--- src/rtl/rmtfq_pkg.sv ---
// ----------------------------------------------------------------------------
// rmtfq_pkg
// Shared widths, operation and status codes and the control bundle that the
// top level hands to every list cell.
// ----------------------------------------------------------------------------
`default_nettype none

package rmtfq_pkg;

  // Field widths
  localparam int ID_W   = 7;
  localparam int FUNC_W = 2;
  localparam int ST_W   = 2;

  // Operation codes
  localparam logic [FUNC_W-1:0] FUNC_ROTATE = 2'd0;
  localparam logic [FUNC_W-1:0] FUNC_PICK   = 2'd1;
  localparam logic [FUNC_W-1:0] FUNC_QUERY  = 2'd2;

  // Status codes
  localparam logic [ST_W-1:0] ST_OK      = 2'd0;
  localparam logic [ST_W-1:0] ST_EMPTY   = 2'd1;
  localparam logic [ST_W-1:0] ST_MISSING = 2'd2;

  // Per-cycle command to the cell row
  typedef struct packed {
    logic load;    // reload the list from the new length
    logic rotate;  // move the front identifier to the back
    logic pick;    // move the found identifier to the front
  } cell_ctl_t;

endpackage

`default_nettype wire

--- src/rtl/rmtfq_cell.sv ---
// ----------------------------------------------------------------------------
// rmtfq_cell
// One list position. Holds one identifier, compares it with the picked
// identifier and takes its value from a neighbour on rotate and pick.
// ----------------------------------------------------------------------------
`default_nettype none

module rmtfq_cell #(
  parameter int INDEX     = 0,
  parameter int LEN_W     = 7,
  parameter int RESET_LEN = 64
) (
  input  wire logic                       clk,
  input  wire logic                       rst_n,
  input  wire rmtfq_pkg::cell_ctl_t       ctl,
  input  wire logic [LEN_W-1:0]           len,
  input  wire logic [LEN_W-1:0]           load_len,
  input  wire logic [rmtfq_pkg::ID_W-1:0] pick_id,
  input  wire logic [rmtfq_pkg::ID_W-1:0] head_id,
  input  wire logic [rmtfq_pkg::ID_W-1:0] left_id,
  input  wire logic [rmtfq_pkg::ID_W-1:0] right_id,
  input  wire logic                       shift,
  output logic      [rmtfq_pkg::ID_W-1:0] id,
  output logic                            match
);
  import rmtfq_pkg::*;

  // Position counted from one, and the identifier loaded here
  localparam logic [LEN_W-1:0] POS      = LEN_W'(INDEX + 1);
  localparam logic [ID_W-1:0]  LOAD_ID  = ID_W'(INDEX + 1);
  localparam logic [ID_W-1:0]  RESET_ID = (INDEX < RESET_LEN) ? LOAD_ID : '0;

  logic [ID_W-1:0] id_r;
  logic [ID_W-1:0] id_nxt;

  // Compare only while this position lies inside the list
  assign match = (POS <= len) && (id_r == pick_id);
  assign id    = id_r;

  // Select the next identifier
  always_comb begin
    id_nxt = id_r;
    if (ctl.load) begin
      id_nxt = (POS <= load_len) ? LOAD_ID : '0;
    end else if (ctl.rotate) begin
      if (POS < len) begin
        id_nxt = right_id;
      end else if (POS == len) begin
        id_nxt = head_id;
      end
    end else if (ctl.pick && shift) begin
      id_nxt = left_id;
    end
  end

  always_ff @(posedge clk) begin
    if (!rst_n) begin
      id_r <= RESET_ID;
    end else begin
      id_r <= id_nxt;
    end
  end

endmodule

`default_nettype wire

--- src/rtl/rmtfq_prefix.sv ---
// ----------------------------------------------------------------------------
// rmtfq_prefix
// Parallel prefix OR over the cell match flags: bit i is set when any cell
// at or before position i matches. Log-depth tree of two-input ORs.
// ----------------------------------------------------------------------------
`default_nettype none

module rmtfq_prefix #(
  parameter int N = 64
) (
  input  wire logic [N-1:0] match,
  output logic      [N-1:0] seen
);
  localparam int LV = (N > 1) ? $clog2(N) : 1;

  logic [N-1:0] lvl [0:LV];

  assign lvl[0] = match;

  // Combine each bit with the one a power of two below it
  for (genvar k = 0; k < LV; k++) begin : g_lvl
    for (genvar i = 0; i < N; i++) begin : g_bit
      if (i >= (1 << k)) begin : g_or
        assign lvl[k+1][i] = lvl[k][i] | lvl[k][i - (1 << k)];
      end else begin : g_pass
        assign lvl[k+1][i] = lvl[k][i];
      end
    end
  end

  assign seen = lvl[LV];

endmodule

`default_nettype wire

--- src/rtl/rotating_move_to_front_queue.sv ---
// ----------------------------------------------------------------------------
// rotating_move_to_front_queue
// Ordered list of identifiers held in a row of cells; rotate, pick to front
// and query, one result with front identifier and status per item.
// ----------------------------------------------------------------------------
// The result is registered and valid in the cycle after the input transfer.
// Throughput: one item per cycle unless the result side stalls; the whole cell
//   row compares and shifts at once, with a log-depth prefix OR locating the first match.
// Reset loads 1 .. min(64, MAX_ENTRIES) at once; a count write reloads the
//   list in the same cycle. No clearing pass.
// ----------------------------------------------------------------------------
`default_nettype none

module rotating_move_to_front_queue #(
  parameter int MAX_ENTRIES = 64
) (
  input  wire logic       clk,
  input  wire logic       rst_n,
  // Configuration: entry_count[6:0]
  input  wire logic       cfg_valid,
  output logic            cfg_ready,
  input  wire logic [6:0] cfg_data,
  // Input stream
  input  wire logic       in_tvalid,
  output logic            in_tready,
  input  wire logic [7:0] in_tdata,   // [6:0] pick_id, [7] zero fill
  input  wire logic [1:0] in_tuser,   // [1:0] func
  // Result stream
  output logic            out_tvalid,
  input  wire logic       out_tready,
  output logic      [7:0] out_tdata,  // [6:0] front_id, [7] zero fill
  output logic      [1:0] out_tuser   // [1:0] status
);
  import rmtfq_pkg::*;

  localparam int LEN_W     = $clog2(MAX_ENTRIES + 1);
  localparam int RESET_LEN = (MAX_ENTRIES < 64) ? MAX_ENTRIES : 64;

  logic [LEN_W-1:0] used_len_r;
  logic [LEN_W-1:0] used_len_nxt;
  logic [LEN_W-1:0] load_len;

  logic             out_valid_r;
  logic [ID_W-1:0]  out_id_r;
  logic [ST_W-1:0]  out_st_r;
  logic [ID_W-1:0]  front_nxt;
  logic [ST_W-1:0]  st_nxt;

  logic [ID_W-1:0]  cell_id [0:MAX_ENTRIES-1];
  logic [MAX_ENTRIES-1:0] match;
  logic [MAX_ENTRIES-1:0] seen;

  logic             accept;
  logic             empty;
  logic             found;
  logic             is_rotate;
  logic             is_pick;
  logic [ID_W-1:0]  pick_id;
  cell_ctl_t        ctl;

  assign cfg_ready = 1'b1;
  assign in_tready = !out_valid_r || out_tready;
  assign accept    = in_tvalid && in_tready;
  assign pick_id   = in_tdata[ID_W-1:0];
  assign empty     = (used_len_r == '0);
  assign found     = seen[MAX_ENTRIES-1];

  // Decode the operation; unused code behaves as query
  always_comb begin
    is_rotate = 1'b0;
    is_pick   = 1'b0;
    unique case (in_tuser)
      FUNC_ROTATE: is_rotate = 1'b1;
      FUNC_PICK:   is_pick   = 1'b1;
      default:     ;
    endcase
  end

  // Saturate the written count to the capacity
  assign load_len = (32'(cfg_data) > 32'(MAX_ENTRIES)) ? LEN_W'(MAX_ENTRIES)
                                                       : LEN_W'(cfg_data);

  // Command to the cell row
  always_comb begin
    ctl.load   = cfg_valid;
    ctl.rotate = accept && !empty && is_rotate;
    ctl.pick   = accept && !empty && is_pick && found;
  end

  // Cell row
  for (genvar i = 0; i < MAX_ENTRIES; i++) begin : g_cell
    logic [ID_W-1:0] left_id;
    logic [ID_W-1:0] right_id;
    logic            shift;

    if (i == 0) begin : g_first
      assign left_id = pick_id;
      assign shift   = 1'b1;
    end else begin : g_mid
      assign left_id = cell_id[i-1];
      assign shift   = !seen[i-1];
    end

    if (i == MAX_ENTRIES - 1) begin : g_last
      assign right_id = '0;
    end else begin : g_inner
      assign right_id = cell_id[i+1];
    end

    rmtfq_cell #(
      .INDEX     (i),
      .LEN_W     (LEN_W),
      .RESET_LEN (RESET_LEN)
    ) u_cell (
      .clk      (clk),
      .rst_n    (rst_n),
      .ctl      (ctl),
      .len      (used_len_r),
      .load_len (load_len),
      .pick_id  (pick_id),
      .head_id  (cell_id[0]),
      .left_id  (left_id),
      .right_id (right_id),
      .shift    (shift),
      .id       (cell_id[i]),
      .match    (match[i])
    );
  end

  // Locate the first match
  rmtfq_prefix #(
    .N (MAX_ENTRIES)
  ) u_prefix (
    .match (match),
    .seen  (seen)
  );

  // Front identifier and status after the step
  always_comb begin
    front_nxt = cell_id[0];
    st_nxt    = ST_OK;
    if (empty) begin
      front_nxt = '0;
      st_nxt    = ST_EMPTY;
    end else if (is_rotate) begin
      front_nxt = (used_len_r == LEN_W'(1)) ? cell_id[0] : cell_id[1];
    end else if (is_pick) begin
      if (found) begin
        front_nxt = pick_id;
      end else begin
        st_nxt = ST_MISSING;
      end
    end
  end

  // Length register: reload on count write
  assign used_len_nxt = cfg_valid ? load_len : used_len_r;

  always_ff @(posedge clk) begin
    if (!rst_n) begin
      used_len_r <= LEN_W'(RESET_LEN);
    end else begin
      used_len_r <= used_len_nxt;
    end
  end

  // Result register: hold until transfer, refill on accept
  always_ff @(posedge clk) begin
    if (!rst_n) begin
      out_valid_r <= 1'b0;
    end else if (accept) begin
      out_valid_r <= 1'b1;
    end else if (out_tready) begin
      out_valid_r <= 1'b0;
    end
  end

  always_ff @(posedge clk) begin
    if (accept) begin
      out_id_r <= front_nxt;
      out_st_r <= st_nxt;
    end
  end

  assign out_tvalid = out_valid_r;
  assign out_tdata  = {1'b0, out_id_r};
  assign out_tuser  = out_st_r;

  // Empty list always reports the empty status
  a_empty_status : assert property (@(posedge clk) disable iff (!rst_n)
    accept && empty && !cfg_valid |=> out_tuser == ST_EMPTY && out_tdata == '0)
    else $error("empty list gave wrong result");

  // A found pick brings the identifier to the front
  a_pick_front : assert property (@(posedge clk) disable iff (!rst_n)
    ctl.pick && !cfg_valid |=> cell_id[0] == $past(pick_id))
    else $error("picked identifier not at front");

  // A missed pick leaves the front alone
  a_miss_hold : assert property (@(posedge clk) disable iff (!rst_n)
    accept && !empty && is_pick && !found && !cfg_valid |=> $stable(cell_id[0]))
    else $error("missed pick changed the front");

  // Length stays within capacity
  a_len_cap : assert property (@(posedge clk) disable iff (!rst_n)
    32'(used_len_r) <= 32'(MAX_ENTRIES))
    else $error("length above capacity");

  // Reported front matches the cell row after the step
  a_front_match : assert property (@(posedge clk) disable iff (!rst_n)
    accept && !empty && !cfg_valid |=> out_tdata[ID_W-1:0] == cell_id[0])
    else $error("reported front differs from cell row");

endmodule

`default_nettype wire

--- config.mk ---
export PLATFORM = sky130hd
export DESIGN_NAME = rotating_move_to_front_queue
export DESIGN_NICKNAME = d
export VERILOG_FILES = /design/src/rtl/rmtfq_pkg.sv /design/src/rtl/rmtfq_cell.sv /design/src/rtl/rmtfq_prefix.sv /design/src/rtl/rotating_move_to_front_queue.sv
export SDC_FILE = /design/constraint.sdc
export NUM_CORES = 2
export LEC_CHECK = 0
export ABC_CLOCK_PERIOD_IN_PS = 8400
export BUFFER_PORTS_ARGS = -buffer_cell sky130_fd_sc_hd__buf_2
export CAP_MARGIN = 15
export CORE_UTILIZATION = 45
export CTS_BUF_LIST = sky130_fd_sc_hd__clkbuf_8 sky130_fd_sc_hd__clkbuf_16
export CTS_CLUSTER_DIAMETER = 80
export DETAILED_ROUTE_END_ITERATION = 10
export GPL_ROUTABILITY_DRIVEN = 0
export PLACE_DENSITY = 0.64
export SYNTH_ARGS = -nofsm -noshare
export SYNTH_HDL_FRONTEND = slang
export SYNTH_SLANG_ARGS = --single-unit
--- constraint.sdc ---
create_clock -name clk -period 8.4 [get_ports clk]
set_clock_uncertainty 0.2 [all_clocks]
set_input_delay 0 -clock clk [delete_from_list [all_inputs] [get_ports clk]]
set_output_delay 0 -clock clk [all_outputs]
set_load 0.02 [all_outputs]
==> metrics.cfg <==
[worst_setup_path]
end_kind = flop
path_max_fanout = 18
worstSetupPathType = flop to flop
critical-path-slowest-cell = sky130_fd_sc_hd__o21ai_2
r2r_cells = 10
cp.buffers_inverters = 0
critical_path_depth_in_cells = 10
top_family_by_delay_on_critical_path = simple AND/OR/NAND/NOR gates
arrival_worst_endpoint_ns = 7.03
regToRegStartpoint = used_len_r[2]
path_cells = nor4bb_2 > a221oi_4 > nor3_1 > nor4b_1 > nor4bb_1 > nand3_1 > o21ai_2 > nor2_2 > a311o_1 > mux2_1
cp.required_ns = 8.74
startpoint = used_len_r[2]
critPathMaxStageDelay_ns = 1.15
crit_path_start_kind = flop

[global_routing]
globalRoute.busiestLayer = met2
grt_util_all_layers = 0.324
grt.met2_usage = 0.511
number_of_global_route_vias_before_repair = 33100
grt.met1_usage = 0.425
pin_count_of_the_biggest_net_entering_global_routing = 162
grt_pass1_wl_mm = 203
grt.overflow.total = 0
globalRouteMet3Util = 0.0620
antenna_found_initial = 3

[floorplan]
design.die.area_sq_um = 79500
chipWidth_microns = 282
design.portCount = 35
rows = 102
die_boundary_height_microns = 282
initial_utilization = 0.455
fp.coreArea_sq_um = 77500

[clock_tree]
clk_pin_slew_worst_paths_ns = 0.06
cts-buffers-inserted = 57
clk_root_buf = sky130_fd_sc_hd__clkbuf_16
h_tree_level_count = 2
clk_latency_ns = 0.66
clkSinkCount = 465
post-cts-setup-buffer-count = 0
cts_tree = done
cts-root-to-sink-buffers = 3

[placed_design]
io_buffer_count = 31
hpwl_mm = 84.8

[route]
post_drt_wl_per_cell_microns = 23.9
postRouteWirelength_mm = 132
drc = 0
dr_total_vias = 35600
ant_nets = 0
routed_via_density = 6.44
first_pass_iters = 7
drt_iter0_drc = 4237

[power]
power_density_nw_per_um2 = 187
ir_drop_mv = 0.203
pwr-share-clk = 0.381
internal_power_mw = 4.68
power.share.combinational = 0.249
sw_frac_of_total = 0.344
power_switching_mw = 2.46
seq_power_share = 0.370
total_power_mw = 7.14
static-leakage-power_nw = 14.1

[logic_synthesis]
cell_area_after_synthesis_sq_um = 35300
synthesis.area_per_instance_sq_um = 7.54
netlist-cell-type-count = 94
synth.net_count = 4699
post_synth_main_area_contributors = sky130_fd_sc_hd__dfxtp_1 26%, sky130_fd_sc_hd__mux2i_1 12%, sky130_fd_sc_hd__nand2_1 6.4%, sky130_fd_sc_hd__xnor2_1 6.3%, sky130_fd_sc_hd__a21oi_1 5.3%
synth.cells.most_frequent = 603 x sky130_fd_sc_hd__nand2_1, 456 x sky130_fd_sc_hd__dfxtp_1, 426 x sky130_fd_sc_hd__mux2i_1, 376 x sky130_fd_sc_hd__a21oi_1, 359 x sky130_fd_sc_hd__nor2_1
post-synth-top-area-fraction = 0.259
primary_ff_master_synth = sky130_fd_sc_hd__dfxtp_1
synth-warning-count = 0
synth_edf_count = 9
synth_most_common_cell = sky130_fd_sc_hd__nand2_1
synthesis.instances = 4677
post_synthesis_register_bit_count = 465
async_flop_share = 0
sequential_cell_area_fraction_in_the_yosys_report = 0.266
synth_area_leader_cell = sky130_fd_sc_hd__dfxtp_1

[timing]
worst_pin_slew_ns = 1.22
timing.setup.tns_ns = 0
fmax_mhz = 149
grt_setup_unrepaired = false
pins_over_their_slew_limit = 0
worst_slew_slack_as_a_fraction_of_its_limit = 0.184
post-route-period-util = 0.797
finalSetupViolCount = 0
min_period_ns = 6.69
timing_hold_violations_final = 0

[status]
run_status = complete, no violations

[flow_run]
max_cap_viol_count = 0

[finish]
share_of_post_route_cells_with_drive_strength_above_1 = 0.0790
areaGrowthSynthToFinish_pct = 7.97
finish.net_count = 4470

[hold_path]
hold_path_depth = 4
timing.hold.worst.class = primary input to flop
worst_hold_startpoint = out_tready

==> worst min-delay path, delay by kind of cell <==
kind                   cells  cell delay [ns]
buffers and inverters      2             0.36
and+or+nand+nor            2             0.30
==> cells in the final DEF, fill, tap and decap left out, types with 10 or more instances in the layout <==
| cell | count |
|---|---|
| sky130_fd_sc_hd__dfxtp_1 | 448 |
| sky130_fd_sc_hd__clkbuf_16 | 59 |
| sky130_fd_sc_hd__nand2b_1 | 69 |
| sky130_fd_sc_hd__bufinv_16 | 10 |
| sky130_fd_sc_hd__nand3_1 | 186 |
| sky130_fd_sc_hd__buf_2 | 22 |
| sky130_fd_sc_hd__o31a_1 | 34 |
| sky130_fd_sc_hd__a311oi_1 | 13 |
| sky130_fd_sc_hd__o21ai_0 | 321 |
| sky130_fd_sc_hd__a221oi_1 | 12 |
| sky130_fd_sc_hd__xnor2_1 | 254 |
| sky130_fd_sc_hd__buf_4 | 102 |
| sky130_fd_sc_hd__o2111ai_1 | 55 |
| sky130_fd_sc_hd__a21oi_1 | 376 |
| sky130_fd_sc_hd__mux2_2 | 52 |
| sky130_fd_sc_hd__nor4_1 | 40 |
| sky130_fd_sc_hd__a31oi_1 | 60 |
| sky130_fd_sc_hd__and3_1 | 15 |
| sky130_fd_sc_hd__inv_1 | 78 |
| sky130_fd_sc_hd__o31ai_1 | 15 |
| sky130_fd_sc_hd__nand4_1 | 66 |
| sky130_fd_sc_hd__mux2i_1 | 426 |
| sky130_fd_sc_hd__a311o_1 | 21 |
| sky130_fd_sc_hd__nor2_1 | 358 |
| sky130_fd_sc_hd__nand2_1 | 603 |
| sky130_fd_sc_hd__dlygate4sd3_1 | 20 |
| sky130_fd_sc_hd__xor2_1 | 194 |
| sky130_fd_sc_hd__a211oi_1 | 40 |
| sky130_fd_sc_hd__nor2b_1 | 11 |
| sky130_fd_sc_hd__o31ai_2 | 10 |
| sky130_fd_sc_hd__nor3_1 | 76 |
| sky130_fd_sc_hd__o211ai_1 | 136 |
| sky130_fd_sc_hd__o2bb2ai_1 | 11 |
| sky130_fd_sc_hd__or3_1 | 52 |
| sky130_fd_sc_hd__o21ai_1 | 16 |
==> cell families after synthesis <==
kind of cell    after synthesis  synth area share
compound gates             1229             0.224
xor+xnor                    448             0.111
buf+inv                     505            0.0581
flops                       465             0.266
mux                         485             0.140
other cells                   2          0.000213
simple gates               1543             0.200
==> through the flow <==
| stage | hold slack [ns] | cell area [sq um] | std cells | setup slack [ns] | util |
|---|---|---|---|---|---|
| 4_1_cts | 0.000714 | 38100 | 5533 | 2.02 | 0.492 |
| 2_1_floorplan | -0.0705 | 35300 | 4677 | 4.26 | - |
| 3_3_place_gp | 0.0487 | 35900 | 5408 | 2.07 | 0.463 |
| 6_report | 0.00301 | 38100 | 5534 | 1.71 | 0.492 |
| 5_1_grt | 0.0593 | 38100 | 5533 | 1.63 | 0.492 |
| 3_5_place_dp | 0.0505 | 35900 | 5409 | 2.05 | 0.463 |
==> worst paths after layout <==
path | endpoint | slack (ns)
min reg2reg | g_cell[63].u_cell.id[5] | 0.29
max | g_cell[21].u_cell.id[4] | 1.71
min | out_tuser[0] | 0.003
max reg2reg | g_cell[21].u_cell.id[4] | 1.71
==> power by group through the flow <==
stage,registers [mW],logic [mW],clock network [mW]
detailed placement,2.68,1.72,0
floorplan,2.57,1.31,0
finish,2.64,1.78,2.72
global route,2.66,1.90,2.83
CTS,2.63,1.73,2.74
global placement,2.68,1.69,0
==> sequential cells by signal, summed over array words and instances, names as in the netlist <==
signal	cells
g_cell.u_cell.id	448
out_id_r	7
used_len_r	7
out_tuser	2
out_tvalid	1
==> layout make-up <==
| class | count | area, sq um |
|---|---|---|
| antenna | 1 | 2.50 |
| clock buffer | 68 | 1600 |
| clock inverter | 36 | 420 |
| fill | 7650 | 39400 |
| inverter | 66 | 253 |
| multi-input combinational | 3707 | 23900 |
| sequential | 465 | 9430 |
| tap | 1040 | 1300 |
| timing repair buffer | 151 | 1210 |
==> routing by layer <==
metal / share of wire / vias up / routed length (microns)
met2: 0.44 / 1926 / 58800
met3: 0.097 / 434 / 12800
li1: - / 16200 / -
met1: 0.41 / 17000 / 54400
met4: 0.048 / 4 / 6350
met5: 0.00023 / - / 31
==> repair_timing <==
action                    in CTS  in global routing
hold endpoints to repair     166                  0
resized for setup              0                  0
hold buffers                  20                  0
No activity file was read; power rests on OpenSTA's default activity.
